$ cat config.mk
export PLATFORM = sky130hd
export DESIGN_NAME = run_length_varint_decoder_top
export DESIGN_NICKNAME = d
export VERILOG_FILES = /design/src/hw/rtl/rlvd_pkg.sv /design/src/hw/rtl/rlvd_in_stage.sv /design/src/hw/rtl/rlvd_decode.sv /design/src/hw/rtl/run_length_varint_decoder_top.sv
export VERILOG_INCLUDE_DIRS = /design/src /design/src/hw/rtl
export SDC_FILE = /design/constraint.sdc
export NUM_CORES = 1
export LEC_CHECK = 0
export ABC_AREA = 0
export BUFFER_PORTS_ARGS = -buffer_cell sky130_fd_sc_hd__buf_2
export CAP_MARGIN = 40
export CORE_ASPECT_RATIO = 1.5
export CORE_MARGIN = 4
export CORE_UTILIZATION = 53
export CTS_CLUSTER_DIAMETER = 200
export DETAILED_ROUTE_END_ITERATION = 8
export GPL_ROUTABILITY_DRIVEN = 0
export PLACE_DENSITY = 0.73
export SLEW_MARGIN = 20
export SYNTH_ARGS = -nofsm -noshare
export SYNTH_HDL_FRONTEND = slang
export SYNTH_SLANG_ARGS = --single-unit
export TNS_END_PERCENT = 50
$ cat constraint.sdc
create_clock -name aclk -period 3.3 [get_ports aclk]
set_input_delay 0.33 -clock aclk [delete_from_list [all_inputs] [get_ports aclk]]
set_output_delay 0.33 -clock aclk [all_outputs]
set_load 0.1 [all_outputs]
$ cat src/hw/rtl/assert_macros.svh
// Assertion macros shared by the RTL files of the run-length decoder.
`ifndef ASSERT_MACROS_SVH
`define ASSERT_MACROS_SVH

// Check a property on every rising edge of aclk, skipped while reset is held.
`define ASSERT_CLK(label, prop, msg) \
    label: assert property (@(posedge aclk) disable iff (!aresetn) (prop)) else $error(msg);

// Check a property on every rising edge of aclk, reset included.
`define ASSERT_CLK_ALWAYS(label, prop, msg) \
    label: assert property (@(posedge aclk) (prop)) else $error(msg);

`endif

$ cat src/hw/rtl/rlvd_pkg.sv
// Package of types, constants and helpers for the run-length varint decoder.
`timescale 1ns / 1ps

package rlvd_pkg;

    localparam int COUNT_BITS  = 32;
    localparam int SHIFT_W     = 6;
    localparam int CHUNK_W     = 7;
    localparam int SHIFT_MAX   = (1 << SHIFT_W) - 1;
    localparam int WIDE_W      = SHIFT_MAX + CHUNK_W;
    localparam int RUN_COUNT_W = 32;

    localparam logic [7:0] CONT_MASK = 8'h80;
    localparam logic [7:0] DATA_MASK = 8'h7F;
    localparam logic [SHIFT_W:0] CHUNK_STEP = (SHIFT_W + 1)'(CHUNK_W);

    typedef logic [COUNT_BITS-1:0] count_t;
    typedef logic [SHIFT_W-1:0]    shift_t;

    typedef struct packed {
        logic [7:0] data_byte;
        logic       end_of_stream;
    } item_t;

    typedef struct packed {
        logic [7:0]             run_value;
        logic [RUN_COUNT_W-1:0] run_count;
        logic                   count_overflow;
        logic                   truncated;
    } result_t;

    function automatic logic [RUN_COUNT_W-1:0] to_run_count(input count_t acc);
        logic [WIDE_W-1:0] ext;
        ext = WIDE_W'(acc);
        return ext[RUN_COUNT_W-1:0];
    endfunction

endpackage

$ cat src/hw/rtl/rlvd_in_stage.sv
// Input register stage of the run-length varint decoder.
`timescale 1ns / 1ps

module rlvd_in_stage
    import rlvd_pkg::*;
(
    input  logic  aclk,
    input  logic  aresetn,
    input  logic  s_valid,
    output logic  s_ready,
    input  item_t s_item,
    output logic  out_valid,
    input  logic  out_ready,
    output item_t out_item
);

    logic  valid_reg;
    logic  valid_next;
    item_t item_reg;

    assign s_ready   = !valid_reg || out_ready;
    assign out_valid = valid_reg;
    assign out_item  = item_reg;

    always_comb begin
        valid_next = valid_reg;
        if (s_ready) begin
            valid_next = s_valid;
        end
    end

    always_ff @(posedge aclk) begin
        if (!aresetn) begin
            valid_reg <= 1'b0;
        end else begin
            valid_reg <= valid_next;
        end
    end

    always_ff @(posedge aclk) begin
        if (s_valid && s_ready) begin
            item_reg <= s_item;
        end
    end

endmodule

$ cat src/hw/rtl/rlvd_decode.sv
// Run state, count accumulation and result register of the run-length varint decoder.
`timescale 1ns / 1ps

module rlvd_decode
    import rlvd_pkg::*;
(
    input  logic    aclk,
    input  logic    aresetn,
    input  logic    in_valid,
    output logic    in_ready,
    input  item_t   in_item,
    output logic    m_valid,
    input  logic    m_ready,
    output result_t m_result
);

    logic       phase_reg;
    logic       phase_next;
    logic [7:0] held_reg;
    logic [7:0] held_next;
    count_t     acc_reg;
    count_t     acc_next;
    shift_t     shift_reg;
    shift_t     shift_next;
    logic       ovf_reg;
    logic       ovf_next;
    logic       out_valid_reg;
    logic       out_valid_next;
    result_t    out_reg;
    result_t    out_next;

    logic              fire;
    logic [7:0]        byte_masked;
    logic [CHUNK_W-1:0] chunk;
    logic [WIDE_W-1:0] wide;
    logic              ovf_calc;
    count_t            acc_calc;
    logic [SHIFT_W:0]  shift_sum;
    shift_t            shift_calc;
    logic              is_last;

    assign in_ready = !out_valid_reg || m_ready;
    assign fire     = in_valid && in_ready;
    assign m_valid  = out_valid_reg;
    assign m_result = out_reg;

    always_comb begin
        byte_masked = in_item.data_byte & DATA_MASK;
        chunk       = byte_masked[CHUNK_W-1:0];
        wide        = WIDE_W'(chunk) << shift_reg;
        ovf_calc    = ovf_reg || (|wide[WIDE_W-1:COUNT_BITS]);
        acc_calc    = ovf_calc ? '1 : (acc_reg | wide[COUNT_BITS-1:0]);
        shift_sum   = {1'b0, shift_reg} + CHUNK_STEP;
        shift_calc  = (shift_sum > (SHIFT_W + 1)'(SHIFT_MAX)) ? '1 : shift_sum[SHIFT_W-1:0];
        is_last     = (in_item.data_byte & CONT_MASK) == 8'h00;
    end

    always_comb begin
        phase_next     = phase_reg;
        held_next      = held_reg;
        acc_next       = acc_reg;
        shift_next     = shift_reg;
        ovf_next       = ovf_reg;
        out_valid_next = out_valid_reg && !m_ready;
        out_next       = out_reg;
        if (fire) begin
            if (!phase_reg) begin
                held_next  = in_item.data_byte;
                acc_next   = '0;
                shift_next = '0;
                ovf_next   = 1'b0;
                if (in_item.end_of_stream) begin
                    out_valid_next          = 1'b1;
                    out_next.run_value      = in_item.data_byte;
                    out_next.run_count      = '0;
                    out_next.count_overflow = 1'b0;
                    out_next.truncated      = 1'b1;
                    phase_next              = 1'b0;
                end else begin
                    phase_next = 1'b1;
                end
            end else if (is_last || in_item.end_of_stream) begin
                out_valid_next          = 1'b1;
                out_next.run_value      = held_reg;
                out_next.run_count      = to_run_count(acc_calc);
                out_next.count_overflow = ovf_calc;
                out_next.truncated      = !is_last;
                phase_next              = 1'b0;
                acc_next                = '0;
                shift_next              = '0;
                ovf_next                = 1'b0;
            end else begin
                acc_next   = acc_calc;
                shift_next = shift_calc;
                ovf_next   = ovf_calc;
            end
        end
    end

    always_ff @(posedge aclk) begin
        if (!aresetn) begin
            phase_reg     <= 1'b0;
            out_valid_reg <= 1'b0;
        end else begin
            phase_reg     <= phase_next;
            out_valid_reg <= out_valid_next;
        end
    end

    always_ff @(posedge aclk) begin
        held_reg  <= held_next;
        acc_reg   <= acc_next;
        shift_reg <= shift_next;
        ovf_reg   <= ovf_next;
        out_reg   <= out_next;
    end

endmodule

$ cat src/hw/rtl/run_length_varint_decoder_top.sv
// Run-length decoder with base-128 counts: one stream byte enters per item on the s_ side,
// a value byte followed by little-endian 7-bit count bytes (bit 7 set means more follow).
// Each run leaves on the m_ side as value, 32-bit saturated count, overflow and truncated
// flags; a stream that ends mid-run gives its partial run flagged as truncated. The block
// takes one byte every cycle unless m_ready stalls it: an input register and a result
// register bracket the combinational shift, OR and phase logic, so a last byte passes both
// before its result appears, and back-pressure on m_ready reaches s_ready through those two stages.
`timescale 1ns / 1ps
`include "assert_macros.svh"

module run_length_varint_decoder_top
    import rlvd_pkg::*;
(
    input  logic                   aclk,
    input  logic                   aresetn,
    input  logic                   s_valid,
    output logic                   s_ready,
    input  logic [7:0]             s_data_byte,
    input  logic                   s_end_of_stream,
    output logic                   m_valid,
    input  logic                   m_ready,
    output logic signed [7:0]      m_run_value,
    output logic [RUN_COUNT_W-1:0] m_run_count,
    output logic                   m_count_overflow,
    output logic                   m_truncated
);

    item_t   s_item;
    item_t   core_item;
    logic    core_valid;
    logic    core_ready;
    result_t result;

    assign s_item.data_byte     = s_data_byte;
    assign s_item.end_of_stream = s_end_of_stream;

    rlvd_in_stage u_in_stage (
        .aclk      (aclk),
        .aresetn   (aresetn),
        .s_valid   (s_valid),
        .s_ready   (s_ready),
        .s_item    (s_item),
        .out_valid (core_valid),
        .out_ready (core_ready),
        .out_item  (core_item)
    );

    rlvd_decode u_decode (
        .aclk     (aclk),
        .aresetn  (aresetn),
        .in_valid (core_valid),
        .in_ready (core_ready),
        .in_item  (core_item),
        .m_valid  (m_valid),
        .m_ready  (m_ready),
        .m_result (result)
    );

    assign m_run_value      = $signed(result.run_value);
    assign m_run_count      = result.run_count;
    assign m_count_overflow = result.count_overflow;
    assign m_truncated      = result.truncated;

    `ASSERT_CLK(a_eos_gives_result, core_valid && core_ready && core_item.end_of_stream |=> m_valid, "end of stream item left no result")
    `ASSERT_CLK(a_overflow_saturates, m_valid && m_count_overflow |-> m_run_count == to_run_count('1), "overflowed count not saturated")
    `ASSERT_CLK_ALWAYS(a_reset_clears_out, !aresetn |=> !m_valid && !core_valid, "valid set after reset")

endmodule

# Word level (Yosys, flattened, before mapping)
# Index checks and enable logic that the tools add are counted.
[word_totals] reg_bits=101 in_bits=13
[op_classes] addsub=1 n_lt_le_gt_ge=1 eq_ne=1 shifts=1 muxes=12 n_bitwise=2 n_reduce_logical=17
[ops] op="2-to-1 mux 42 bit" count=3
[ops] op="left shift 7 x 6 -> 70 bit" count=1
[ops] op="OR reduction 38 bit" count=1
[ops] op="2-to-1 mux 32 bit" count=1
[ops] op="bitwise OR 32 bit" count=1
[ops] op="zero test 8 bit" count=1
[ops] op="adder 6 x 3 -> 7 bit, second input constant" count=1
[ops] op="> comparator 7 x 6 -> 1 bit, second input constant" count=1
[ops] op="2-to-1 mux 1 bit" count=7
[ops] op="2-to-1 mux 6 bit" count=1
[ops] op="zero test 1 bit" count=4
[ops] op="logical OR 1 bit" count=4
[ops] op="logical AND 1 bit" count=3
[ops] op="AND reduction 3 bit" count=1
[ops] op="!= test 2 bit, second input constant" count=1
[ops] op="AND reduction 2 bit" count=1
[ops] op="nonzero test 2 bit" count=1
[ops] op="OR reduction 2 bit" count=1
[ops] op="NOT 1 bit" count=1

# Depth between registers and ports, before layout
[depth] word_depth=6 ltp_mapped=12 mapped_depth_nobuf=7

# By module
# A second synthesis with hierarchy kept.
[hier_totals] cells_unflattened=411 hier_area_um2=4976.0
[by_module_without_submodules] mod="rlvd_decode" instances=1 cells_per_inst=397 area_per_inst_um2=4648.2 seq_area_each_um2=2712.6
[by_module_without_submodules] mod="rlvd_in_stage" instances=1 cells_per_inst=14 area_per_inst_um2=327.8 seq_area_each_um2=290.3

# Worst setup path after synthesis
# No wires, ideal clock.
[synth_timing] path_kind="reg2reg" startpoint="register u_decode.shift_reg[1]" endpoint="register u_decode.out_reg, in the netlist u_decode.m_result[10], data pin" setup_time_ns=0.270 t_arrival_ns=3.104 t_required_ns=3.030 path_slack_ns=-0.074 stages_incl_launch_ff=11 cell_sequence="edfxtp_1 > buf_2 > mux2_1 > mux4_2 > o31a_1 > or3_1 > or4_1 > a211oi_2 > buf_4 > buf_6 > a21oi_1"
[synth_between] elab_chain_len=6
[synth_rtl] element="start: declaration" line_no="rlvd_decode.sv:23" rtl="shift_t shift_reg;"
[synth_rtl] element="start signal: assignment" line_no="rlvd_decode.sv:113" rtl="shift_reg <= shift_next;"
[synth_rtl] element="left shift 7 x 6 -> 70 bit *" line_no="rlvd_decode.sv:50" rtl="wide = WIDE_W'(chunk) << shift_reg;"
[synth_rtl] element="OR reduction 38 bit" line_no="rlvd_decode.sv:51" rtl="ovf_calc = ovf_reg || (|wide[WIDE_W-1:COUNT_BITS]);"
[synth_rtl] element="logical OR 1 bit" line_no="rlvd_decode.sv:51"
[synth_rtl] element="2-to-1 mux 32 bit *" line_no="rlvd_decode.sv:52" rtl="acc_calc = ovf_calc ? '1 : (acc_reg | wide[COUNT_BITS-1:0]);"
[synth_rtl] element="2-to-1 mux 42 bit *" line_no="rlvd_decode.sv:82" rtl="end else if (is_last || in_item.end_of_stream) begin"
[synth_rtl] element="2-to-1 mux 42 bit *" line_no="rlvd_decode.sv:67" rtl="if (!phase_reg) begin"
[synth_rtl] element="end signal: assignment" line_no="rlvd_decode.sv:115" rtl="out_reg <= out_next;"
[synth_rtl] element="end: declaration" line_no="rlvd_decode.sv:29" rtl="result_t out_reg;"
# Mark *: on every way between the ends. The rest lies on a longest branch, timed or not. The select of a mux whose other input is x is not followed.
# A chain may end at the register's enable or synchronous reset.

# Final worst setup path
[layout_timing] startpoint="register u_decode.shift_reg[1]" endpoint="register u_decode.acc_reg[30], data pin"
[layout_between] elab_chain_len=4
[layout_rtl] element="left shift 7 x 6 -> 70 bit *" line_no="rlvd_decode.sv:50"
[layout_rtl] element="OR reduction 38 bit" line_no="rlvd_decode.sv:51"
[layout_rtl] element="logical OR 1 bit" line_no="rlvd_decode.sv:51"
[layout_rtl] element="2-to-1 mux 32 bit *" line_no="rlvd_decode.sv:52"
[layout_rtl] element="end signal: assignment" line_no="rlvd_decode.sv:112" rtl="acc_reg <= acc_next;"
[layout_rtl] element="end: declaration" line_no="rlvd_decode.sv:21" rtl="count_t acc_reg;"
# Mark *: on every way between the ends. The rest lies on a longest branch, timed or not.

==> impl_metrics.env <==
export IMPL_ys_seq_area_frac=0.610
export IMPL_final_cell_mix="edfxtp_1 (98), a21oi_1 (94), buf_2 (56)"
export IMPL_grt_setup_unrepaired="true"
export IMPL_worst_slew_margin_rel=0.570
export IMPL_grtUsageMet1=0.296
export IMPL_grt_pass1_vias=3911
export IMPL_violations="DRC, setup timing"
export IMPL_worstPathRequired_ps=3380
export IMPL_r2r_end="u_decode.acc_reg[30]$_SDFFCE_PP0P_"
export IMPL_ant_nets=0
export IMPL_setup_slack_ps=-258
export IMPL_h_tree_depth=3
export IMPL_drc=1
export IMPL_post_route_period_util=1.08
export IMPL_outcome="finished, violations left"
export IMPL_synth_xor_xnor_area_share=0.00534
export IMPL_p_per_area_nw_per_um2=486
export IMPL_antenna_found_initial=0
export IMPL_io_pins=57
export IMPL_period_minus_slack_ps=3560
export IMPL_final_hold_viol_count=0
export IMPL_via_count=3986
export IMPL_synthMuxAreaShare=0.0681
export IMPL_drtIter0Drc=476
export IMPL_r2r_cells=10
export IMPL_critPathMostFrequentCell="buf_6"
export IMPL_end_kind="flop"
export IMPL_syn_nets=425
export IMPL_peakVddDrop_uv=330
export IMPL_place_ws_ps=-180
export IMPL_grt_util_all_layers=0.248
export IMPL_clk_pin_slew_ps=70
export IMPL_syn2layout_area_growth_pct=22.8
export IMPL_clock_root_buffer="clkbuf_16"
export IMPL_met3_usage=0.0464
export IMPL_min_to="u_in_stage.out_item[8]$_DFFE_PP_"
export IMPL_clock_latency_ps=350
export IMPL_initial_core_util=0.551
export IMPL_totalPowerFinal_mw=2.94
export IMPL_numCtsBuffers=9
export IMPL_finalClockSkew_ps=9.49
export IMPL_hp_class="in -> reg"
export IMPL_wirelength_um=13700
export IMPL_synth_ff_latch_count=101
export IMPL_cts_tree="built"
export IMPL_setup_viol=66
export IMPL_slew_violations=0
export IMPL_nets=515
export IMPL_coreArea_sq_um=8930
export IMPL_synth_adder_area_share=0.00254
export IMPL_gr_usage_met2=0.414
export IMPL_ys_warn_count=0
export IMPL_cts_sinks=101
export IMPL_grt_busiest_layer="met2"
export IMPL_cp_max_fo=8
export IMPL_die_x_um=86.7
export IMPL_syn_area_sq_um=4920
export IMPL_mostFrequentLayoutCell="edfxtp_1"
export IMPL_grt_max_degree=41
export IMPL_slowest_stage="edfxtp_1"
export IMPL_rows=42
export IMPL_synth_compound_area_share=0.183
export IMPL_cts_max_path_buffers=2
export IMPL_wl_per_cell_um=22.2
export IMPL_tightest_slew_ps=638
export IMPL_vias_per_cell=6.49
export IMPL_worstPathCellList="mux2_4, buf_6, a222oi_1, o22ai_1, or3_1, or4_4, a211oi_4, buf_6, clkbuf_16, a21oi_1"
export IMPL_synth_ff_type="edfxtp_1"
export IMPL_dpl_hpwl_um=8620
export IMPL_max_stage_delay_ps=540
export IMPL_cp_data_arrival_time_ps=3640
export IMPL_min_path_cells=1
export IMPL_hp_start="s_data_byte[7]"
export IMPL_die_h_um=126
export IMPL_drv_cap=0
export IMPL_port_buffers=56
export IMPL_synth_top_family_by_area="compound AO/OA/AOI/OAI gates"
export IMPL_grt_pass1_wl_um=20700
export IMPL_synth_edff_count=98
export IMPL_startpoint="u_decode.shift_reg[1]$_SDFFCE_PP0P_"
export IMPL_crit_path_start_kind="flop"
export IMPL_fill_cells=681
export IMPL_antennaDiodeCount=0
export IMPL_synthArstFlopShare=0
export IMPL_cts_hold_buf=0
export IMPL_floorplan_die_area_sq_um=10900
export IMPL_overflow=0
export IMPL_reg2reg_from="u_decode.shift_reg[1]$_SDFFCE_PP0P_"
export IMPL_r2r_slack_ps=-260
export IMPL_netlist_instances=411
export IMPL_drive_above_1_share=0.306
export IMPL_synthSimpleGateAreaFrac=0.0897
export IMPL_power_leakage_nw=2.33
export IMPL_syn_avg_cell_area_sq_um=12.0
export IMPL_dr_pass1_iters=9
export IMPL_worstSetupPathType="reg -> reg"
export IMPL_largest_reg_flops=42
export IMPL_max_freq_mhz=281
export IMPL_synth_distinct_cells=59
layout make-up:
cell class | instances | area, sq um | share of cell area
inverters | 11 | 41.3 | 0.00683
repair buffers | 112 | 838 | 0.139
multi-input cells | 266 | 1770 | 0.293
clock inverters | 4 | 26.3 | 0.00435
clock buffers | 10 | 229 | 0.0379
flip-flops and latches | 101 | 3000 | 0.497
well taps | 110 | 138 | 0.0228
worst max-delay path by stage:
stage / end / slack, ps / depth (start not counted)
3_5_place_dp: u_decode.m_result[25]$_SDFFCE_PN0P_ / -180 / 8
5_1_grt: u_decode.acc_reg[31]$_SDFFCE_PP0P_ / -280 / 10
6_report: u_decode.acc_reg[30]$_SDFFCE_PP0P_ / -260 / 10
4_1_cts: u_decode.acc_reg[28]$_SDFFCE_PP0P_ / -120 / 9
2_1_floorplan: u_decode.m_result[12]$_SDFFCE_PN0P_ / 50 / 10
3_3_place_gp: u_decode.m_result[24]$_SDFFCE_PN0P_ / -70 / 8
what timing repair did:
action / in CTS / in global routing
cloned: 2 / 4
hold endpoints to repair: 0 / 0
setup endpoints to repair: 66 / 66
pin swaps: 2 / 4
gates resized for setup: 9 / 8
buffers inserted: 2 / 4
routing by layer:
layer  vias to the layer above  wire, um  part of all wire
met1                      1889      4860              0.36
met4                         0       896             0.066
met2                       251      6980              0.51
li1                       1768         -                 -
met3                        78       918             0.067
met5                         -         0                 0
critical path, delay by kind of cell, from the launching register on:
family	cells	cell delay, ps
buffers and inverters	3	490
DFF	1	540
and+or+nand+nor	2	910
muxes	1	370
AOI/OAI and AO/OA	4	970
cell usage after synthesis (4+ instances only):
master / count / area (sq um)
a21oi_1: 97 / 485
a31oi_1: 8 / 50.1
and2_1: 5 / 31.3
buf_1: 5 / 18.8
buf_2: 5 / 25.0
buf_6: 4 / 45.0
clkbuf_1: 18 / 67.6
edfxtp_1: 98 / 2940
inv_1: 8 / 30.0
mux2_2: 14 / 158
mux2i_1: 11 / 110
nand2_1: 9 / 33.8
nand2b_1: 9 / 56.3
nand3_1: 6 / 30.0
nand4_1: 4 / 25.0
nor2_1: 19 / 71.3
nor2b_1: 7 / 43.8
o21ai_0: 7 / 35.0
o22ai_1: 9 / 56.3
power by group:
group	internal, mW	total [mW]	switching, mW
combinational	0.155	0.499	0.344
clock	0.503	0.944	0.441
sequential	1.47	1.50	0.0284
per-stage QoR:
stage               cells  hold slack [ps]  setup TNS [ps]  utilization  cell area (sq um)
floorplan             411              424               0            -               4940
global placement      587              492           -1930        0.620               5540
detailed placement    587              505           -9050        0.620               5540
CTS                   605              146           -6600        0.660               5890
global route          614              150          -17250        0.677               6050
finish                614              153          -15210        0.677               6050
kinds of logic after synthesis:
logic type / count (synthesis)
buffers and inverters: 44
multiplexers: 29
XOR/XNOR: 3
flip-flops: 101
AND/OR/NAND/NOR: 80
adder cells (fa/ha/maj): 1
AO/OA/AOI/OAI: 153
Note: power is estimated with default switching activity, not from simulation.
